--- src/design/rtyuv_pkg.sv ---
// Shared types and constants for the RGB to planar YUV 4:2:0 converter.
`timescale 1ns / 1ps

package rtyuv_pkg;

	// Configuration register file
	localparam int CFG_W       = 13;
	localparam int CFG_INDEX_W = 1;
	localparam logic [CFG_INDEX_W-1:0] REG_FRAME_WIDTH  = 1'd0;
	localparam logic [CFG_INDEX_W-1:0] REG_FRAME_HEIGHT = 1'd1;
	localparam logic [CFG_W-1:0] FRAME_WIDTH_RESET  = 13'd640;
	localparam logic [CFG_W-1:0] FRAME_HEIGHT_RESET = 13'd480;

	// Field widths
	localparam int PIX_W       = 8;
	localparam int Y_ADDR_W    = 24;
	localparam int UV_ADDR_W   = 25;
	localparam int SUM_W       = 15;   // weighted sums stay within 0..25550
	localparam int SUM_EXT_W   = 16;

	// Color weights (percent)
	localparam int YR = 30;
	localparam int YG = 59;
	localparam int YB = 11;
	localparam int UR = 17;
	localparam int UG = 33;
	localparam int UB = 50;
	localparam int VR = 50;
	localparam int VG = 42;
	localparam int VB = 8;
	localparam int CHROMA_BIAS = 12800;

	// Divide by 100 as multiply by 2^19/100 rounded up; exact for sums below 43000
	localparam int RECIP_W     = 13;
	localparam logic [RECIP_W-1:0] RECIP_100 = 13'd5243;
	localparam int RECIP_SHIFT = 19;
	localparam int PROD_W      = SUM_W + RECIP_W;

	typedef struct packed {
		logic [PIX_W-1:0] red;
		logic [PIX_W-1:0] green;
		logic [PIX_W-1:0] blue;
	} pixel_t;

endpackage

--- src/design/rtyuv_color.sv ---
// Color math: weighted sums in one stage, divide by 100 in the next.
`timescale 1ns / 1ps

module rtyuv_color (
	input  logic                      clk,
	input  logic                      en_s2,
	input  logic                      en_out,
	input  rtyuv_pkg::pixel_t         pixel_s1,
	output logic [rtyuv_pkg::PIX_W-1:0] luma_q,
	output logic [rtyuv_pkg::PIX_W-1:0] cb_q,
	output logic [rtyuv_pkg::PIX_W-1:0] cr_q
);
	import rtyuv_pkg::*;

	logic [SUM_EXT_W-1:0] y_sum, u_sum, v_sum;
	logic [SUM_W-1:0]     y_sum_s2, u_sum_s2, v_sum_s2;
	logic [PROD_W-1:0]    y_prod, u_prod, v_prod;

	// Weighted sums; chroma bias keeps both chroma sums non-negative
	always_comb begin
		y_sum = SUM_EXT_W'(YR * pixel_s1.red) + SUM_EXT_W'(YG * pixel_s1.green)
			+ SUM_EXT_W'(YB * pixel_s1.blue);
		u_sum = SUM_EXT_W'(UB * pixel_s1.blue) + SUM_EXT_W'(CHROMA_BIAS)
			- SUM_EXT_W'(UR * pixel_s1.red) - SUM_EXT_W'(UG * pixel_s1.green);
		v_sum = SUM_EXT_W'(VR * pixel_s1.red) + SUM_EXT_W'(CHROMA_BIAS)
			- SUM_EXT_W'(VG * pixel_s1.green) - SUM_EXT_W'(VB * pixel_s1.blue);
	end

	always_ff @(posedge clk) begin
		if (en_s2) begin
			y_sum_s2 <= y_sum[SUM_W-1:0];
			u_sum_s2 <= u_sum[SUM_W-1:0];
			v_sum_s2 <= v_sum[SUM_W-1:0];
		end
	end

	// Reciprocal multiply for the divide by 100
	always_comb begin
		y_prod = PROD_W'(y_sum_s2) * PROD_W'(RECIP_100);
		u_prod = PROD_W'(u_sum_s2) * PROD_W'(RECIP_100);
		v_prod = PROD_W'(v_sum_s2) * PROD_W'(RECIP_100);
	end

	always_ff @(posedge clk) begin
		if (en_out) begin
			luma_q <= y_prod[RECIP_SHIFT +: PIX_W];
			cb_q   <= u_prod[RECIP_SHIFT +: PIX_W];
			cr_q   <= v_prod[RECIP_SHIFT +: PIX_W];
		end
	end

endmodule

--- src/design/rgb_to_yuv420_planar_stream.sv ---
// Top level: raster counters, plane addressing and the three-stage pixel pipeline.
//
//  channel   | dir | handshake              | payload
//  s_axis    | in  | tvalid / tready        | tdata[23:0] = blue, green, red
//  m_axis    | out | tvalid / tready        | tdata, tuser = chroma_write, tlast = frame_end
//  cfg       | in  | cfg_wr_en (no stall)   | cfg_index, cfg_data
//
// One pixel per cycle sustained while m_axis does not stall; a transaction is loaded into
// the input register at its accepting edge, then into the sums stage and then into the
// output register, from which it is offered on m_axis.
// Reset loads 640x480 and zeroes the raster counters; no clearing pass.
// A stall at m_axis holds the output register and backs up through the
// stages; s_axis_tready stays high while any stage has a free slot.
`timescale 1ns / 1ps

module rgb_to_yuv420_planar_stream #(
	parameter int MAX_WIDTH  = 4096,
	parameter int MAX_HEIGHT = 4096
) (
	input  logic                                clk,
	input  logic                                arst_n,
	// tdata: blue[7:0], green[15:8], red[23:16]
	input  logic [23:0]                         s_axis_tdata,
	input  logic                                s_axis_tvalid,
	output logic                                s_axis_tready,
	// tdata: luma[7:0], luma_address[31:8], chroma_blue[39:32], chroma_red[47:40],
	//        u_address[72:48], v_address[97:73], zero fill [103:98]
	output logic [103:0]                        m_axis_tdata,
	// tuser: chroma_write[0]
	output logic                                m_axis_tuser,
	output logic                                m_axis_tlast,
	output logic                                m_axis_tvalid,
	input  logic                                m_axis_tready,
	input  logic                                cfg_wr_en,
	input  logic [rtyuv_pkg::CFG_INDEX_W-1:0]   cfg_index,
	input  logic [rtyuv_pkg::CFG_W-1:0]         cfg_data
);
	import rtyuv_pkg::*;

	localparam int WW = $clog2(MAX_WIDTH + 1);
	localparam int HW = $clog2(MAX_HEIGHT + 1);
	localparam int CW = (MAX_WIDTH > 1) ? $clog2(MAX_WIDTH) : 1;
	localparam int RW = (MAX_HEIGHT > 1) ? $clog2(MAX_HEIGHT) : 1;
	localparam int PW = WW + HW;
	localparam int SW = ((PW > UV_ADDR_W) ? PW : UV_ADDR_W) + 1;

	// Effective width: even, 2..MAX_WIDTH
	function automatic logic [WW-1:0] clamp_width(input logic [CFG_W-1:0] v);
		logic [CFG_W-1:0] e;
		e = v & ~CFG_W'(1);
		if (e < CFG_W'(2))
			return WW'(2);
		else if (int'(e) > MAX_WIDTH)
			return WW'(MAX_WIDTH & ~1);
		else
			return WW'(e);
	endfunction

	// Effective height: 1..MAX_HEIGHT
	function automatic logic [HW-1:0] clamp_height(input logic [CFG_W-1:0] v);
		if (v == '0)
			return HW'(1);
		else if (int'(v) > MAX_HEIGHT)
			return HW'(MAX_HEIGHT);
		else
			return HW'(v);
	endfunction

	typedef struct packed {
		logic [Y_ADDR_W-1:0]  luma_addr;
		logic                 odd;
		logic                 frame_end;
		logic [UV_ADDR_W-1:0] chroma_off;
	} ctrl_s1_t;

	typedef struct packed {
		logic [Y_ADDR_W-1:0]  luma_addr;
		logic                 odd;
		logic                 frame_end;
		logic [UV_ADDR_W-1:0] u_addr;
		logic [UV_ADDR_W-1:0] v_addr;
	} ctrl_s2_t;

	logic [WW-1:0]        eff_w_q;
	logic [HW-1:0]        eff_h_q;
	logic [CW-1:0]        col_q;
	logic [RW-1:0]        row_q;
	logic [Y_ADDR_W-1:0]  luma_ptr_q;
	logic [UV_ADDR_W-1:0] chroma_base_q;

	logic                 v_s1, v_s2, out_valid_q;
	logic                 adv_s1, adv_s2, adv_out, in_xact;
	pixel_t               pixel_s1;
	ctrl_s1_t             ctrl_s1;
	ctrl_s2_t             ctrl_s2;

	logic [CW:0]          col_inc;
	logic [RW:0]          row_inc;
	logic                 last_col, last_row;

	logic [PW-1:0]        plane;
	logic [SW-1:0]        u_full, v_full;

	logic [PIX_W-1:0]     luma_q, cb_q, cr_q;
	logic                 odd_q, frame_end_q;
	logic [Y_ADDR_W-1:0]  luma_addr_q;
	logic [UV_ADDR_W-1:0] u_addr_q, v_addr_q;

	// Pipeline flow: a stage moves when the next one is free or moving
	assign adv_out       = !out_valid_q || m_axis_tready;
	assign adv_s2        = !v_s2 || adv_out;
	assign adv_s1        = !v_s1 || adv_s2;
	assign s_axis_tready = adv_s1;
	assign in_xact       = s_axis_tvalid && adv_s1;

	// Configuration, stored already clamped
	always_ff @(posedge clk or negedge arst_n) begin
		if (!arst_n) begin
			eff_w_q <= clamp_width(FRAME_WIDTH_RESET);
			eff_h_q <= clamp_height(FRAME_HEIGHT_RESET);
		end else if (cfg_wr_en) begin
			case (cfg_index)
				REG_FRAME_WIDTH:  eff_w_q <= clamp_width(cfg_data);
				REG_FRAME_HEIGHT: eff_h_q <= clamp_height(cfg_data);
				default: ;
			endcase
		end
	end

	// Raster position of the pixel now at the input
	assign col_inc  = {1'b0, col_q} + 1'b1;
	assign row_inc  = {1'b0, row_q} + 1'b1;
	assign last_col = col_inc >= (CW+1)'(eff_w_q);
	assign last_row = row_inc >= (RW+1)'(eff_h_q);

	always_ff @(posedge clk or negedge arst_n) begin
		if (!arst_n) begin
			col_q         <= '0;
			row_q         <= '0;
			luma_ptr_q    <= '0;
			chroma_base_q <= '0;
		end else if (in_xact) begin
			if (last_col) begin
				col_q <= '0;
				if (last_row) begin
					row_q         <= '0;
					luma_ptr_q    <= '0;
					chroma_base_q <= '0;
				end else begin
					if (row_q[0])
						chroma_base_q <= chroma_base_q + UV_ADDR_W'(eff_w_q >> 1);
					row_q      <= row_inc[RW-1:0];
					luma_ptr_q <= luma_ptr_q + 1'b1;
				end
			end else begin
				col_q      <= col_inc[CW-1:0];
				luma_ptr_q <= luma_ptr_q + 1'b1;
			end
		end
	end

	// Stage 1: input register
	always_ff @(posedge clk or negedge arst_n) begin
		if (!arst_n)
			v_s1 <= 1'b0;
		else if (adv_s1)
			v_s1 <= s_axis_tvalid;
	end

	always_ff @(posedge clk) begin
		if (in_xact) begin
			pixel_s1.blue        <= s_axis_tdata[7:0];
			pixel_s1.green       <= s_axis_tdata[15:8];
			pixel_s1.red         <= s_axis_tdata[23:16];
			ctrl_s1.luma_addr    <= luma_ptr_q;
			ctrl_s1.odd          <= col_q[0];
			ctrl_s1.frame_end    <= last_col && last_row;
			ctrl_s1.chroma_off   <= chroma_base_q + UV_ADDR_W'(col_q >> 1);
		end
	end

	// Stage 2: chroma plane addresses (U plane after Y, V plane after U)
	assign plane  = PW'(eff_w_q) * PW'(eff_h_q);
	assign u_full = SW'(plane) + SW'(ctrl_s1.chroma_off);
	assign v_full = SW'(plane) + SW'(plane >> 2) + SW'(ctrl_s1.chroma_off);

	always_ff @(posedge clk or negedge arst_n) begin
		if (!arst_n)
			v_s2 <= 1'b0;
		else if (adv_s2)
			v_s2 <= v_s1;
	end

	always_ff @(posedge clk) begin
		if (adv_s2) begin
			ctrl_s2.luma_addr <= ctrl_s1.luma_addr;
			ctrl_s2.odd       <= ctrl_s1.odd;
			ctrl_s2.frame_end <= ctrl_s1.frame_end;
			ctrl_s2.u_addr    <= u_full[UV_ADDR_W-1:0];
			ctrl_s2.v_addr    <= v_full[UV_ADDR_W-1:0];
		end
	end

	rtyuv_color u_color (
		.clk      (clk),
		.en_s2    (adv_s2),
		.en_out   (adv_out),
		.pixel_s1 (pixel_s1),
		.luma_q   (luma_q),
		.cb_q     (cb_q),
		.cr_q     (cr_q)
	);

	// Output register
	always_ff @(posedge clk or negedge arst_n) begin
		if (!arst_n)
			out_valid_q <= 1'b0;
		else if (adv_out)
			out_valid_q <= v_s2;
	end

	always_ff @(posedge clk) begin
		if (adv_out) begin
			luma_addr_q <= ctrl_s2.luma_addr;
			odd_q       <= ctrl_s2.odd;
			frame_end_q <= ctrl_s2.frame_end;
			u_addr_q    <= ctrl_s2.odd ? ctrl_s2.u_addr : '0;
			v_addr_q    <= ctrl_s2.odd ? ctrl_s2.v_addr : '0;
		end
	end

	// Chroma reads as zero on even columns
	assign m_axis_tdata  = {6'd0, v_addr_q, u_addr_q,
		odd_q ? cr_q : '0, odd_q ? cb_q : '0, luma_addr_q, luma_q};
	assign m_axis_tuser  = odd_q;
	assign m_axis_tlast  = frame_end_q;
	assign m_axis_tvalid = out_valid_q;

endmodule
--- config.mk ---
export PLATFORM = sky130hd
export DESIGN_NAME = rgb_to_yuv420_planar_stream
export DESIGN_NICKNAME = d
export VERILOG_FILES = /design/src/design/rtyuv_pkg.sv /design/src/design/rtyuv_color.sv /design/src/design/rgb_to_yuv420_planar_stream.sv
export SDC_FILE = /design/constraint.sdc
export NUM_CORES = 2
export LEC_CHECK = 0
export BUFFER_PORTS_ARGS = -buffer_cell sky130_fd_sc_hd__buf_4
export CORE_MARGIN = 2
export CORE_UTILIZATION = 62
export DETAILED_ROUTE_END_ITERATION = 10
export PLACE_DENSITY = 0.76
export SYNTH_ARGS = -nofsm -noshare
export SYNTH_HDL_FRONTEND = slang
export SYNTH_SLANG_ARGS = --single-unit
--- constraint.sdc ---
create_clock -name clk -period 17.7 [get_ports clk]
set_input_delay 2.655 -clock clk [delete_from_list [all_inputs] [get_ports clk]]
set_output_delay 2.655 -clock clk [all_outputs]
set_load 0.005 [all_outputs]
==> reports/results.tsv <==
metric	value	unit
Initial Util	62.5	%
CP Max Fanout	10	
drt first-iter violations	1585	
largest net degree at the start of global routing	78	
total CTS buffers	45	
Synth Area in Simple Gates	8.87	%
Final #Nets	5187	
synth unique cells	91	
most frequent cells in the layout	inv_1 (809), ha_1 (681), fa_1 (441)	
Resize count post-CTS	0	
via count	27300	
Synth Area in Adders	42.3	%
Area Overhead vs Synth	9.05	%
clock latency on the worst-skew pair	610	ps
Hold Violations, Final	0	
synth warn	0	
# diodes	0	
RSZ-0062 raised after global routing	no	
DRT antenna net count	0	
layout cells sized above 1	6.31	%
EDFF count, synth	294	
total die area	0.0682	mm²
worst hold path type	register to register	
H-tree levels	2	
CP Launch Point	eff_w_q[2]	
Clock Pin Slew Worst Setup and Hold Paths	60	ps
startpoint class of the critical path	register	
Core ar.	0.0656	mm²
hpwl dp	71.0	mm
Hold Buf Count CTS	0	
Critical R2R Capture	ctrl_s2[23]	
final worst-path cycle share	45.0	%
global-route wire length before repair	144	mm
multi-input combinational cell area	0.0263	mm²
most common cell after layout, fill and taps aside	inv_1	
Crit Reg-Reg Startpoint	eff_w_q[2]	
All-Layer GR Usage	26.6	%
max_cap viols	0	
Final Core Density	68.1	%
via/cell ratio	5.54	
drt pass-1 iters	5	
min Tclk post-route	7960	ps
FP Rows	94	
WL final	87.5	mm
WL/cell	17.8	µm
initial antenna violation count	1	
PortBufs	144	
Worst-Margin Slew	1030	ps
pins over their slew limit	0	
Worst R2R Path Depth	26	
Placer Congestion	0.985	
Slew HR	31.4	%
Post-Synthesis Cells	3875	
WP data required	18050	ps
fillers	5011	
IO Pins	151	
CTS tree	yes	
Setup crit end	ctrl_s2[23]	
FF/Latch Area	0.0114	mm²
Clock Sinks	395	
status	complete, no violations	
die height	261	µm
post-synthesis xor/xnor area fraction	4.93	%
Async S/R FF share, synth	25.6	%
vias in the first global route	28200	
Post-Route Setup TNS	0	ps
Synth Register Bits	395	
sequential cell area fraction in the yosys report	27.7	%
Setup Viol. Count Final	0	
CP Data Arrival Time	8310	ps
ys flop type	edfxtp_1	
CTS root buf	clkbuf_16	
Avg Cell Area, Syn	10.6	µm²
grt total ovfl	0	
crit end category	register	
flop2flop setup slack	9740	ps
buffer depth of the longest clock path	3	
mux cell area share after synthesis	0.238	%
postcts setup bufs	0	
FMAX	126	MHz
post-synthesis cell area	0.0410	mm²
main combinational cell family by area after synthesis	adder cells	
overall die width	261	µm
final clock skew	17.4	ps
WS Path Type	register to register	
DRC	0	
Compound-Gate Fraction of Synth Area	7.82	%
==> area by class of cell <==
type	count	area share, %
clock buffers	55	2.76
clock inverters	28	1.02
inverters	822	6.91
multi-input cells	2607	58.9
flip-flops and latches	395	25.4
well taps	864	2.42
repair buffers	151	2.54
==> metrics by stage <==
step / setup slack [ps] / std cells / hold slack (ps) / area (µm²)
floorplan: 10300 / 3880 / 400 / 41000
global placement: 9950 / 4839 / 401 / 43000
detailed placement: 9830 / 4839 / 405 / 43000
CTS: 9810 / 4922 / 409 / 44700
global route: 9230 / 4922 / 419 / 44700
finish: 9740 / 4922 / 406 / 44700
==> worst min-delay path by stage <==
| stage | from | endpoint | cells after the start |
|---|---|---|---|
| after CTS | ctrl_s1[40] | ctrl_s2[65] | 0 |
| final | ctrl_s1[40] | ctrl_s2[65] | 0 |
| after global placement | ctrl_s1[49] | ctrl_s2[74] | 0 |
| after detailed placement | ctrl_s1[29] | ctrl_s2[54] | 0 |
| after floorplan | ctrl_s1[25] | ctrl_s2[50] | 0 |
| after global routing | ctrl_s1[40] | ctrl_s2[65] | 0 |
==> cells in the mapped netlist (44+ instances only) <==
cell type    n  share of area (%)
a21o_1      44               0.81
a21oi_1    134                1.6
and2_1      86                1.3
clkbuf_1    45               0.41
dfrtp_1     95                5.8
edfxtp_1   294                 22
fa_1       441                 22
ha_1       681                 21
inv_1      810                7.4
nand2_1    193                1.8
nand3_1     64               0.78
nor2_1     211                1.9
o21ai_0     74               0.90
xnor2_1    158                3.4
xor2_1      70                1.5
==> state kept, by name, indices dropped and copies added, names as in the netlist, 15 cells and up <==
register	flops
chroma_base_q	25
u_addr_q	25
v_addr_q	25
luma_ptr_q	24
u_color.y_sum_s2	15
ctrl_s1	51
pixel_s1	24
ctrl_s2	76
luma_addr_q	24
==> critical path, cell delays in order (launching register included) <==
cell and delay, ps:
dfrtp_1 610, clkinv_1 400, nor2_1 260, fa_1 440
fa_1 520, fa_1 520, fa_1 540, inv_1 50
fa_1 530, inv_1 40, ha_1 370, a21oi_1 280
a21boi_0 180, o21ai_1 230, a41oi_1 190, a21o_1 260
a21o_1 190, a21oi_1 250, xnor2_1 210, fa_1 470
ha_1 320, o21ai_0 90, nand2b_1 140, a21boi_0 200
a41o_1 180, mux2i_1 190, nand3_1 70
==> routing by layer <==
metal / global-route usage (%) / vias up / share of wire [%]
met1: 36.6 / 13400 / 44
met5: 0 / - / 0
met2: 44.9 / 641 / 48
met4: 8.00 / 0 / 3.0
met3: 2.97 / 133 / 4.4
li1: - / 13100 / -
==> cells by family after synthesis <==
group           Yosys count
buf+inv                 878
simple gates            752
xor+xnor                229
compound gates          489
other cells               1
mux                       9
fa+ha+maj              1122
flops                   395
Power is left out: the tool's default activity adds up to more than one toggle a clock period on the data nets, which glitch-free logic cannot reach.
